## config.mk

```make
export PLATFORM = sky130hd
export DESIGN_NAME = multi_channel_pwm_meter_flat
export DESIGN_NICKNAME = d
export VERILOG_FILES = /design/src/rtl/mcpm_pkg.sv /design/src/rtl/mcpm_if.sv /design/src/rtl/mcpm_cnt_ram.sv /design/src/rtl/mcpm_div.sv /design/src/rtl/multi_channel_pwm_meter.sv /design/src/flat_wrapper.sv
export VERILOG_INCLUDE_DIRS = /design/src /design/src/rtl
export SDC_FILE = /design/constraint.sdc
export NUM_CORES = 2
export LEC_CHECK = 0
export BUFFER_PORTS_ARGS = -buffer_cell sky130_fd_sc_hd__buf_2
export CAP_MARGIN = 15
export CORE_MARGIN = 1
export CORE_UTILIZATION = 45
export DETAILED_ROUTE_END_ITERATION = 10
export PLACE_DENSITY = 0.67
export SYNTH_ARGS = -nofsm -noshare
export SYNTH_HDL_FRONTEND = slang
export SYNTH_SLANG_ARGS = --single-unit
```

## constraint.sdc

```tcl
create_clock -name clk -period 15.6 [get_ports clk]
set_input_delay 3.12 -clock clk [delete_from_list [all_inputs] [get_ports clk]]
set_output_delay 3.12 -clock clk [all_outputs]
set_load 0.005 [all_outputs]
```

## src/rtl/multi_channel_pwm_meter_defines.svh

```systemverilog
// Assertion macros for the PWM meter.
`ifndef MULTI_CHANNEL_PWM_METER_DEFINES_SVH
`define MULTI_CHANNEL_PWM_METER_DEFINES_SVH

// Same-cycle implication, sampled on clk, off during reset.
`define MCPM_ASSERT_NOW(lbl, ante, cons) \
	lbl: assert property (@(posedge clk) disable iff (!arst_n) (ante) |-> (cons)) \
	else $error("mcpm assertion failed");

// Next-cycle implication, sampled on clk, off during reset.
`define MCPM_ASSERT_NEXT(lbl, ante, cons) \
	lbl: assert property (@(posedge clk) disable iff (!arst_n) (ante) |=> (cons)) \
	else $error("mcpm assertion failed");

`endif

```

## src/rtl/mcpm_pkg.sv

```systemverilog
package mcpm_pkg;

	localparam int CHANNELS   = 8;
	localparam int IN_WIDTH   = 8;
	localparam int CH_W       = (CHANNELS > 1) ? $clog2(CHANNELS) : 1;
	localparam int CNT_W      = 16;
	localparam int TPR_W      = 16;
	localparam int TPM_W      = 10;
	localparam int PLEN_W     = TPR_W + 1;
	localparam int DUTY_W     = 7;
	localparam int FREQ_W     = 10;
	localparam int TOTAL_W    = 32;
	localparam int CHAN_OUT_W = 3;
	// 1000 * 65535 and 65536 * 1000 both fit in 26 bits
	localparam int DIV_W      = 26;
	localparam int DIV_CNT_W  = $clog2(DIV_W + 1);

	localparam int CFG_IDX_W  = 2;
	localparam int CFG_DATA_W = 16;
	localparam logic [CFG_IDX_W-1:0] REG_TICKS_PER_REPORT = 2'd0;
	localparam logic [CFG_IDX_W-1:0] REG_TICK_PERIOD_MS   = 2'd1;

	localparam int DUTY_SCALE = 100;
	localparam int FREQ_SCALE = 1000;
	localparam int DUTY_MAX   = 100;
	localparam int FREQ_MAX   = 1000;

	typedef struct packed {
		logic [CNT_W-1:0] high;
		logic [CNT_W-1:0] low;
		logic [CNT_W-1:0] rise;
	} cnt_t;

	typedef struct packed {
		logic             start;
		logic [DIV_W-1:0] num;
		logic [DIV_W-1:0] den;
	} div_req_t;

	typedef struct packed {
		logic             done;
		logic [DIV_W-1:0] quo;
	} div_rsp_t;

endpackage

```

## src/rtl/mcpm_if.sv

```systemverilog
interface mcpm_in_if;
	logic       valid;
	logic       ready;
	logic [7:0] pin_levels;

	modport source (output valid, output pin_levels, input ready);
	modport sink (input valid, input pin_levels, output ready);
endinterface

interface mcpm_out_if;
	logic        valid;
	logic        ready;
	logic [31:0] tick_total;
	logic [2:0]  channel;
	logic [15:0] high_samples;
	logic [15:0] low_samples;
	logic [15:0] rising_edges;
	logic [6:0]  duty_percent;
	logic [9:0]  frequency_hz;
	logic        last_channel;

	modport source (output valid, output tick_total, output channel, output high_samples,
		output low_samples, output rising_edges, output duty_percent,
		output frequency_hz, output last_channel, input ready);
	modport sink (input valid, input tick_total, input channel, input high_samples,
		input low_samples, input rising_edges, input duty_percent,
		input frequency_hz, input last_channel, output ready);
endinterface

interface mcpm_cfg_if;
	logic        valid;
	logic        ready;
	logic [1:0]  index;
	logic [15:0] data;

	modport source (output valid, output index, output data, input ready);
	modport sink (input valid, input index, input data, output ready);
endinterface

```

## src/rtl/mcpm_cnt_ram.sv

```systemverilog
module mcpm_cnt_ram (
	input  logic                     clk,
	input  logic                     arst_n,
	input  logic                     rd_en,
	input  logic [mcpm_pkg::CH_W-1:0] rd_addr,
	output mcpm_pkg::cnt_t           rd_data,
	input  logic                     wr_en,
	input  logic [mcpm_pkg::CH_W-1:0] wr_addr,
	input  mcpm_pkg::cnt_t           wr_data
);
	import mcpm_pkg::*;

	cnt_t                mem [CHANNELS];
	logic [CHANNELS-1:0] vld_q;
	cnt_t                rd_data_q;
	logic                rd_vld_q;

	always_ff @(posedge clk) begin
		if (wr_en) begin
			mem[wr_addr] <= wr_data;
		end
		if (rd_en) begin
			rd_data_q <= mem[rd_addr];
		end
	end

	// entries never written read as zero
	always_ff @(posedge clk or negedge arst_n) begin
		if (!arst_n) begin
			vld_q    <= '0;
			rd_vld_q <= 1'b0;
		end else begin
			if (wr_en) begin
				vld_q[wr_addr] <= 1'b1;
			end
			if (rd_en) begin
				rd_vld_q <= vld_q[rd_addr];
			end
		end
	end

	assign rd_data = rd_vld_q ? rd_data_q : '0;

endmodule

```

## src/rtl/mcpm_div.sv

```systemverilog
module mcpm_div (
	input  logic               clk,
	input  logic               arst_n,
	input  mcpm_pkg::div_req_t req,
	output mcpm_pkg::div_rsp_t rsp
);
	import mcpm_pkg::*;

	logic [DIV_W-1:0]     rem_q;
	logic [DIV_W-1:0]     quo_q;
	logic [DIV_W-1:0]     den_q;
	logic [DIV_CNT_W-1:0] cnt_q;
	logic                 busy_q;
	logic                 done_q;
	logic [DIV_W:0]       shifted;
	logic [DIV_W:0]       diff;

	// restoring division, one quotient bit per cycle
	assign shifted = {rem_q, quo_q[DIV_W-1]};
	assign diff    = shifted - {1'b0, den_q};

	always_ff @(posedge clk) begin
		if (req.start) begin
			rem_q <= '0;
			quo_q <= req.num;
			den_q <= req.den;
		end else if (busy_q) begin
			if (!diff[DIV_W]) begin
				rem_q <= diff[DIV_W-1:0];
				quo_q <= {quo_q[DIV_W-2:0], 1'b1};
			end else begin
				rem_q <= shifted[DIV_W-1:0];
				quo_q <= {quo_q[DIV_W-2:0], 1'b0};
			end
		end
	end

	always_ff @(posedge clk or negedge arst_n) begin
		if (!arst_n) begin
			busy_q <= 1'b0;
			done_q <= 1'b0;
			cnt_q  <= '0;
		end else begin
			done_q <= 1'b0;
			if (req.start) begin
				busy_q <= 1'b1;
				cnt_q  <= DIV_CNT_W'(DIV_W);
			end else if (busy_q) begin
				cnt_q <= cnt_q - 1'b1;
				if (cnt_q == DIV_CNT_W'(1)) begin
					busy_q <= 1'b0;
					done_q <= 1'b1;
				end
			end
		end
	end

	assign rsp.done = done_q;
	assign rsp.quo  = quo_q;

endmodule

```

## src/rtl/multi_channel_pwm_meter.sv

```systemverilog
// Multi-channel PWM meter.
// samples: one transfer per sample tick, pin_levels bit i is the level of channel i.
// reports: at the end of each measurement period, one transfer per channel in
//   channel order; last_channel marks the final one.
// cfg: register writes, index 0 ticks_per_report, 1 tick_period_ms; always ready.
//   Write only while the block is idle.
// Per-channel high/low/rise counts live in an 8-entry counter memory that is
// swept read-modify-write, one channel per cycle; samples.ready stays low
// during the sweep, so no new tick is taken until it is done.
// At a period end each channel is read, cleared, and its duty and frequency
// are found with one bit-serial 26-bit divider used twice, duty then
// frequency; the channel reports follow the counter sweep.
// Reset: counters, tick total and previous levels clear; registers go to
// 100 and 1. The counter memory needs no clearing pass.
// A stalled receiver holds the current report in the output register; the
// next channel is finished and then waits for that register to free up.
`include "multi_channel_pwm_meter_defines.svh"

module multi_channel_pwm_meter (
	input logic        clk,
	input logic        arst_n,
	mcpm_in_if.sink    samples,
	mcpm_out_if.source reports,
	mcpm_cfg_if.sink   cfg
);
	import mcpm_pkg::*;

	typedef enum logic [6:0] {
		ST_IDLE   = 7'b0000001,
		ST_UPD    = 7'b0000010,
		ST_RPT_RD = 7'b0000100,
		ST_RPT_LD = 7'b0001000,
		ST_DUTY   = 7'b0010000,
		ST_FREQ   = 7'b0100000,
		ST_EMIT   = 7'b1000000
	} state_t;

	localparam logic [CH_W-1:0] LAST_CH = CH_W'(CHANNELS - 1);

	function automatic logic [CNT_W-1:0] sat_inc(input logic [CNT_W-1:0] v);
		return (&v) ? v : v + 1'b1;
	endfunction

	state_t              state_q;
	logic [TPR_W-1:0]    tpr_q;
	logic [TPM_W-1:0]    tpm_q;
	logic [PLEN_W-1:0]   plen;
	logic [TPM_W-1:0]    ms;
	logic [CHANNELS-1:0] lvl_d;
	logic [CHANNELS-1:0] lvl_q;
	logic [CHANNELS-1:0] prev_q;
	logic [TOTAL_W-1:0]  tick_q;
	logic [TPR_W-1:0]    pos_q;
	logic [PLEN_W-1:0]   pos_nxt;
	logic                report_q;
	logic [DIV_W-1:0]    den_q;
	logic [CH_W-1:0]     rd_ch_q;
	logic                rd_done_q;
	logic                vld_s1;
	logic [CH_W-1:0]     ch_s1;
	logic [CH_W-1:0]     ch_q;
	cnt_t                cnt_q;
	logic [DUTY_W-1:0]   duty_q;
	logic [FREQ_W-1:0]   freq_q;
	logic                out_vld_q;
	logic                out_free;
	logic                accept;

	logic                rd_en;
	logic [CH_W-1:0]     rd_addr;
	cnt_t                rd_data;
	logic                wr_en;
	logic [CH_W-1:0]     wr_addr;
	cnt_t                wr_data;
	cnt_t                upd;
	logic                lvl_cur;
	logic                lvl_prev;

	div_req_t            div_req;
	div_rsp_t            div_rsp;

	// channels beyond the input width read low
	for (genvar i = 0; i < CHANNELS; i++) begin : g_lvl
		if (i < IN_WIDTH) begin : g_pin
			assign lvl_d[i] = samples.pin_levels[i];
		end else begin : g_zero
			assign lvl_d[i] = 1'b0;
		end
	end

	// zero period length acts as 65536, zero tick period as 1
	assign plen    = {(tpr_q == '0), tpr_q};
	assign ms      = (tpm_q == '0) ? TPM_W'(1) : tpm_q;
	assign pos_nxt = {1'b0, pos_q} + 1'b1;

	assign accept        = samples.valid && samples.ready;
	assign samples.ready = (state_q == ST_IDLE);
	assign cfg.ready     = 1'b1;
	assign out_free      = !out_vld_q || reports.ready;

	// counter memory access
	assign rd_en   = ((state_q == ST_UPD) && !rd_done_q) || (state_q == ST_RPT_RD);
	assign rd_addr = (state_q == ST_UPD) ? rd_ch_q : ch_q;
	assign wr_en   = ((state_q == ST_UPD) && vld_s1) || (state_q == ST_RPT_LD);
	assign wr_addr = (state_q == ST_UPD) ? ch_s1 : ch_q;
	assign wr_data = (state_q == ST_UPD) ? upd : '0;

	assign lvl_cur  = lvl_q[ch_s1];
	assign lvl_prev = prev_q[ch_s1];

	always_comb begin
		upd = rd_data;
		if (lvl_cur) begin
			upd.high = sat_inc(rd_data.high);
		end else begin
			upd.low = sat_inc(rd_data.low);
		end
		if (lvl_cur && !lvl_prev) begin
			upd.rise = sat_inc(rd_data.rise);
		end
	end

	// divider: duty first, straight from the memory read, then frequency
	always_comb begin
		div_req.start = (state_q == ST_RPT_LD) || ((state_q == ST_DUTY) && div_rsp.done);
		if (state_q == ST_RPT_LD) begin
			div_req.num = DIV_W'(rd_data.high) * DIV_W'(DUTY_SCALE);
			div_req.den = DIV_W'(plen);
		end else begin
			div_req.num = DIV_W'(cnt_q.rise) * DIV_W'(FREQ_SCALE);
			div_req.den = den_q;
		end
	end

	mcpm_cnt_ram u_ram (
		.clk     (clk),
		.arst_n  (arst_n),
		.rd_en   (rd_en),
		.rd_addr (rd_addr),
		.rd_data (rd_data),
		.wr_en   (wr_en),
		.wr_addr (wr_addr),
		.wr_data (wr_data)
	);

	mcpm_div u_div (
		.clk    (clk),
		.arst_n (arst_n),
		.req    (div_req),
		.rsp    (div_rsp)
	);

	always_ff @(posedge clk or negedge arst_n) begin
		if (!arst_n) begin
			tpr_q <= TPR_W'(100);
			tpm_q <= TPM_W'(1);
		end else if (cfg.valid && cfg.ready) begin
			case (cfg.index)
				REG_TICKS_PER_REPORT: tpr_q <= cfg.data[TPR_W-1:0];
				REG_TICK_PERIOD_MS:   tpm_q <= cfg.data[TPM_W-1:0];
				default: ;
			endcase
		end
	end

	always_ff @(posedge clk or negedge arst_n) begin
		if (!arst_n) begin
			state_q   <= ST_IDLE;
			prev_q    <= '0;
			tick_q    <= '0;
			pos_q     <= '0;
			report_q  <= 1'b0;
			rd_ch_q   <= '0;
			rd_done_q <= 1'b0;
			vld_s1    <= 1'b0;
			ch_s1     <= '0;
			ch_q      <= '0;
			out_vld_q <= 1'b0;
		end else begin
			vld_s1 <= (state_q == ST_UPD) && !rd_done_q;
			ch_s1  <= rd_ch_q;
			if ((state_q == ST_EMIT) && out_free) begin
				out_vld_q <= 1'b1;
			end else if (reports.ready) begin
				out_vld_q <= 1'b0;
			end
			case (state_q)
				ST_IDLE: begin
					if (accept) begin
						tick_q    <= tick_q + 1'b1;
						rd_ch_q   <= '0;
						rd_done_q <= 1'b0;
						if (pos_nxt < plen) begin
							pos_q    <= pos_nxt[TPR_W-1:0];
							report_q <= 1'b0;
						end else begin
							pos_q    <= '0;
							report_q <= 1'b1;
						end
						state_q <= ST_UPD;
					end
				end
				ST_UPD: begin
					if (rd_en) begin
						if (rd_ch_q == LAST_CH) begin
							rd_done_q <= 1'b1;
						end else begin
							rd_ch_q <= rd_ch_q + 1'b1;
						end
					end
					if (vld_s1 && (ch_s1 == LAST_CH)) begin
						prev_q <= lvl_q;
						ch_q   <= '0;
						state_q <= report_q ? ST_RPT_RD : ST_IDLE;
					end
				end
				ST_RPT_RD: state_q <= ST_RPT_LD;
				ST_RPT_LD: state_q <= ST_DUTY;
				ST_DUTY: begin
					if (div_rsp.done) begin
						state_q <= ST_FREQ;
					end
				end
				ST_FREQ: begin
					if (div_rsp.done) begin
						state_q <= ST_EMIT;
					end
				end
				ST_EMIT: begin
					if (out_free) begin
						if (ch_q == LAST_CH) begin
							state_q <= ST_IDLE;
						end else begin
							ch_q    <= ch_q + 1'b1;
							state_q <= ST_RPT_RD;
						end
					end
				end
				default: state_q <= ST_IDLE;
			endcase
		end
	end

	always_ff @(posedge clk) begin
		if (accept) begin
			lvl_q <= lvl_d;
			den_q <= DIV_W'(plen * ms);
		end
		if (state_q == ST_RPT_LD) begin
			cnt_q <= rd_data;
		end
		if ((state_q == ST_DUTY) && div_rsp.done) begin
			duty_q <= (div_rsp.quo > DIV_W'(DUTY_MAX)) ? DUTY_W'(DUTY_MAX)
			                                          : div_rsp.quo[DUTY_W-1:0];
		end
		if ((state_q == ST_FREQ) && div_rsp.done) begin
			freq_q <= (div_rsp.quo > DIV_W'(FREQ_MAX)) ? FREQ_W'(FREQ_MAX)
			                                          : div_rsp.quo[FREQ_W-1:0];
		end
		if ((state_q == ST_EMIT) && out_free) begin
			reports.tick_total   <= tick_q;
			reports.channel      <= CHAN_OUT_W'(ch_q);
			reports.high_samples <= cnt_q.high;
			reports.low_samples  <= cnt_q.low;
			reports.rising_edges <= cnt_q.rise;
			reports.duty_percent <= duty_q;
			reports.frequency_hz <= freq_q;
			reports.last_channel <= (ch_q == LAST_CH);
		end
	end

	assign reports.valid = out_vld_q;

	`MCPM_ASSERT_NOW(a_no_same_entry, rd_en && wr_en, rd_addr != wr_addr)
	`MCPM_ASSERT_NOW(a_div_done_state, div_rsp.done, (state_q == ST_DUTY) || (state_q == ST_FREQ))
	`MCPM_ASSERT_NOW(a_ratio_range, reports.valid,
		(reports.duty_percent <= 7'd100) && (reports.frequency_hz <= 10'd1000))
	`MCPM_ASSERT_NEXT(a_quiet_tick, (state_q == ST_UPD) && vld_s1 && (ch_s1 == LAST_CH) && !report_q,
		state_q == ST_IDLE)

endmodule

```

## src/flat_wrapper.sv

```systemverilog
// flat-port wrapper written by rule: the top's interface ports become plain ports
module multi_channel_pwm_meter_flat import mcpm_pkg::*;
  (clk, arst_n, samples_valid, samples_pin_levels, samples_ready, reports_valid, reports_tick_total, reports_channel, reports_high_samples, reports_low_samples, reports_rising_edges, reports_duty_percent, reports_frequency_hz, reports_last_channel, reports_ready, cfg_valid, cfg_index, cfg_data, cfg_ready);
  mcpm_in_if samples_i ();
  mcpm_out_if reports_i ();
  mcpm_cfg_if cfg_i ();
  input logic clk;
  input logic arst_n;
  input wire logic [$bits(samples_i.valid)-1:0] samples_valid;
  input wire logic [$bits(samples_i.pin_levels)-1:0] samples_pin_levels;
  output wire logic [$bits(samples_i.ready)-1:0] samples_ready;
  output wire logic [$bits(reports_i.valid)-1:0] reports_valid;
  output wire logic [$bits(reports_i.tick_total)-1:0] reports_tick_total;
  output wire logic [$bits(reports_i.channel)-1:0] reports_channel;
  output wire logic [$bits(reports_i.high_samples)-1:0] reports_high_samples;
  output wire logic [$bits(reports_i.low_samples)-1:0] reports_low_samples;
  output wire logic [$bits(reports_i.rising_edges)-1:0] reports_rising_edges;
  output wire logic [$bits(reports_i.duty_percent)-1:0] reports_duty_percent;
  output wire logic [$bits(reports_i.frequency_hz)-1:0] reports_frequency_hz;
  output wire logic [$bits(reports_i.last_channel)-1:0] reports_last_channel;
  input wire logic [$bits(reports_i.ready)-1:0] reports_ready;
  input wire logic [$bits(cfg_i.valid)-1:0] cfg_valid;
  input wire logic [$bits(cfg_i.index)-1:0] cfg_index;
  input wire logic [$bits(cfg_i.data)-1:0] cfg_data;
  output wire logic [$bits(cfg_i.ready)-1:0] cfg_ready;
  assign samples_i.valid = samples_valid;
  assign samples_i.pin_levels = samples_pin_levels;
  assign samples_ready = samples_i.ready;
  assign reports_valid = reports_i.valid;
  assign reports_tick_total = reports_i.tick_total;
  assign reports_channel = reports_i.channel;
  assign reports_high_samples = reports_i.high_samples;
  assign reports_low_samples = reports_i.low_samples;
  assign reports_rising_edges = reports_i.rising_edges;
  assign reports_duty_percent = reports_i.duty_percent;
  assign reports_frequency_hz = reports_i.frequency_hz;
  assign reports_last_channel = reports_i.last_channel;
  assign reports_i.ready = reports_ready;
  assign cfg_i.valid = cfg_valid;
  assign cfg_i.index = cfg_index;
  assign cfg_i.data = cfg_data;
  assign cfg_ready = cfg_i.ready;
  multi_channel_pwm_meter u_core (.clk(clk), .arst_n(arst_n), .samples(samples_i), .reports(reports_i), .cfg(cfg_i));
endmodule
```

==> results.tsv <==
metric	value	unit
combinational power share	43.1	%
RSZ-0062 raised after global routing	false	
GRT overflow	0	
clock buffer depth	3	
initial core utilization	45.4	%
Data arrival, critical path	6.42	ns
CP Cell Sequence	nand2_1 -> fa_1 -> inv_1 -> fa_1 -> ha_1 -> fa_1 -> inv_1 -> fa_1 -> inv_1 -> ha_1 -> nand2_1 -> o31ai_1 -> o211ai_1 -> or3_1 -> a31oi_1 -> a21oi_1 -> o21ai_0 -> xor2_1	
Slowest Stage Delay on Critical Path	0.80	ns
power share of the clock group	23.3	%
min cycle time layout	6.03	ns
Die Ht	312	um
instance count on the critical path	18	
DR WL/cell	19.7	um
Adder-Cell Fraction of Synth Area	14.7	%
final wirelength	92100	um
Cell Pwr Density	184	mW/mm^2
GR Layer Usage met1	26.9	%
Root Driver	clkbuf_16	
final worst path period share	38.7	%
largest family of logic cells by synthesized area	adder cells	
CTS Sinks	828	
Top FF cell, synth	edfxtp_1	
Die ar.	0.0971	sq mm
detailed-route via count	25100	
Max-Cap Viols	0	
Fillers	8051	
multiplexer share of the synthesized area	7.77	%
count of state elements after synthesis	828	
post-CTS setup buffers	0	
CP top delay family	adder cells	
Mapped Nets	3631	
XOR/XNOR share of the synthesized area	3.43	%
Worst EP required	15.98	ns
Antenna Nets Post-Route	0	
commonest non-fill, non-tap cells in the layout	edfxtp_1 (684), nand2_1 (300), inv_1 (292), ha_1 (215), fa_1 (183)	
Final Core Density	50.7	%
sw frac	37.3	%
Worst Max-Slew Pin Slew	1.15	ns
post_cts resized	0	
Max Slew Vio Count	0	
GRT met2 Usage	31.4	%
Syn Inst Count	3202	
Pre-antenna DRT Iters	5	
Bufs and invs on worst path	3	
Core ar.	0.0950	sq mm
Post-Syn Area	0.0431	sq mm
Worst Hold Path Cells	0	
hold buffer count at CTS	0	
Initial DRC Count	1881	
average size of a mapped cell	13.5	sq um
hpwl dp	59100	um
Post-synth EDFFs	684	
area grow syn2layout	11.6	%
endpoint class of the critical path	register	
Peak VDD IR	0.230	mV
Hold Path Class	reg2reg	
Sum Neg Setup Slack	0	ns
Net Switching	3.30	mW
fin nets	3766	
Clock Latency Late Sink	0.67	ns
yosys warns	0	
Die Wd	312	um
worst r2r path cells	18	
DRC viols	0	
Crit Path Category	reg2reg	
most used cell, CP	fa_1	
global-route wire length before repair	146000	um
gp weighted congestion	0.827	
Placed Area	0.0452	sq mm
TritonCTS clock tree	built	
P_int	5.56	mW
share of layout cells above drive strength 1	15.3	%
startpoint types	register	
Total Routing Usage GR	19.3	%
initial antenna violation count	1	
Synth Area in Simple Gates	8.98	%
outcome	complete, no violations	
worst-path maximum fanout	19	
htree depth	3	
Sequential Power Share	33.5	%
Peak Freq	166	MHz
register area share after synthesis	55.7	%
GRT busiest layer	met2	
Leak	19.3	nW
WHS	0.380	ns
final setup violation count	0	
Row Count	113	
largest net degree at the start of global routing	99	
Setup WS post-layout	9.57	ns
area share of the largest cell type after synthesis	47.6	%
final-report hold violation count	0	
vias in the first global route	25700	
post-synth top area cell	edfxtp_1	
Slew HR	22.9	%
DR vias/cell	5.36	
port buffer count	133	
Finished Cell Area	0.0481	sq mm
Yosys cell types	77	
CTS Buf Count	86	
DP Worst Slack	9.62	ns
met3 usage	2.73	%
CTS clk-pin slew, worst paths	0.06	ns
commonest non-fill, non-tap cell in the layout	edfxtp_1	
top cells by area, synth	edfxtp_1 (48%), fa_1 (8.5%), dfrtp_1 (6.6%), ha_1 (6.2%), mux4_2 (5.2%)	
complex-gate fraction of the synthesized area	5.67	%
asr flop ratio synth	14.3	%
io pins	135	
skew final	0.0494	ns
Crit-path slowest cell	dfrtp_1	
==> cells in the mapped netlist, types with 19 or more instances <==
| library cell | number |
|---|---|
| mux4_2 | 100 |
| inv_1 | 294 |
| nor3_1 | 28 |
| mux2i_1 | 21 |
| xor2_1 | 62 |
| mux2_2 | 73 |
| nor2b_1 | 21 |
| and3_1 | 31 |
| dfrtp_1 | 113 |
| a31oi_1 | 20 |
| fa_1 | 183 |
| ha_1 | 215 |
| a21o_1 | 24 |
| xnor2_1 | 107 |
| edfxtp_1 | 684 |
| dfxtp_1 | 26 |
| nor2_1 | 154 |
| o21ai_0 | 113 |
| nand2_1 | 300 |
| a211oi_1 | 22 |
| nand3_1 | 59 |
| and2_1 | 110 |
| a21oi_1 | 106 |
| buf_2 | 19 |
| clkbuf_1 | 87 |
==> cell families (layout without fill, tap and decap cells) <==
family / count (synthesis) / after routing
flip-flops: 828 / 828
buffers and inverters: 413 / 618
AO/OA/AOI/OAI: 391 / 391
adder cells (fa/ha/maj): 398 / 398
multiplexers: 197 / 197
XOR/XNOR: 169 / 169
other: 1 / 2
AND/OR/NAND/NOR: 805 / 805
==> final cells by class <==
type / instances / area, sq um / share of cell area (%)
clock inverters: 54 / 638 / 1.33
inverters: 296 / 1110 / 2.31
diodes: 1 / 2.50 / 0.00520
well taps: 1265 / 1580 / 3.29
flip-flops and latches: 828 / 24000 / 49.9
repair buffers: 164 / 913 / 1.90
clock buffers: 104 / 2240 / 4.65
multi-input cells: 1961 / 17600 / 36.6
==> power by group through the flow <==
| stage | combinational (mW) | clock [mW] | sequential, mW |
|---|---|---|---|
| after floorplan | 3.02 | 0 | 2.91 |
| after global placement | 3.77 | 0 | 3.01 |
| after detailed placement | 3.82 | 0 | 3.01 |
| after CTS | 3.85 | 2.11 | 2.97 |
| after global routing | 4.35 | 2.20 | 2.99 |
| final | 3.82 | 2.07 | 2.97 |
==> layer usage <==
metal	up-vias	routed length, um
met3	126	4690
li1	11700	-
met2	659	44000
met4	0	2240
met1	12600	41100
met5	-	0
==> registers in the layout, summed over array words and instances, names as in the netlist, 5 cells and up <==
register and cells:
u_core.cnt_q 48, u_core.den_q 26, u_core.duty_q 7, u_core.freq_q 10, u_core.lvl_q 8, u_core.pos_q 16, u_core.prev_q 8, u_core.reports.duty_percent 7
u_core.reports.frequency_hz 10, u_core.reports.high_samples 16, u_core.reports.low_samples 16, u_core.reports.rising_edges 16, u_core.reports.tick_total 32, u_core.state_q 7, u_core.tick_q 32, u_core.tpm_q 10
u_core.tpr_q 16, u_core.u_div.cnt_q 5, u_core.u_div.den_q 26, u_core.u_div.quo_q 26, u_core.u_div.rem_q 26, u_core.u_ram.mem 384, u_core.u_ram.rd_data_q 48, u_core.u_ram.vld_q 8
==> worst reg2reg max path: cells and delay by family (launching register included) <==
| family | cells | cell delay (ns) |
|---|---|---|
| AOI/OAI and AO/OA | 5 | 1.28 |
| DFF | 1 | 0.80 |
| adders and majority gates | 6 | 2.78 |
| and+or+nand+nor | 3 | 0.69 |
| buffers and inverters | 3 | 0.14 |
| xor gates and xnor gates | 1 | 0.10 |
==> through the flow <==
| stage | std cells | power, mW |
|---|---|---|
| finish | 4673 | 8.86 |
| global route | 4672 | 9.54 |
| CTS | 4672 | 8.94 |
| detailed placement | 4514 | 6.83 |
| global placement | 4514 | 6.78 |
| floorplan | 3202 | 5.93 |
==> path summary, 6_finish.rpt <==
check	from	endpoint	slack, ns
max	u_core.tpm_q[3]$_DFFE_PN0P_	u_core.den_q[24]$_DFFE_PP_	9.57
min	u_core.cnt_q[35]$_DFFE_PP_	u_core.reports.high_samples[3]$_DFFE_PP_	0.38
max reg2reg	u_core.tpm_q[3]$_DFFE_PN0P_	u_core.den_q[24]$_DFFE_PP_	9.57
min reg2reg	u_core.cnt_q[35]$_DFFE_PP_	u_core.reports.high_samples[3]$_DFFE_PP_	0.38
max in group asynchronous	arst_n	u_core.u_ram.rd_vld_q$_DFFE_PN0P_	11.69
min in group asynchronous	arst_n	u_core.tick_q[17]$_DFFE_PN0P_	2.60
Power figures use the tool's default switching activity.
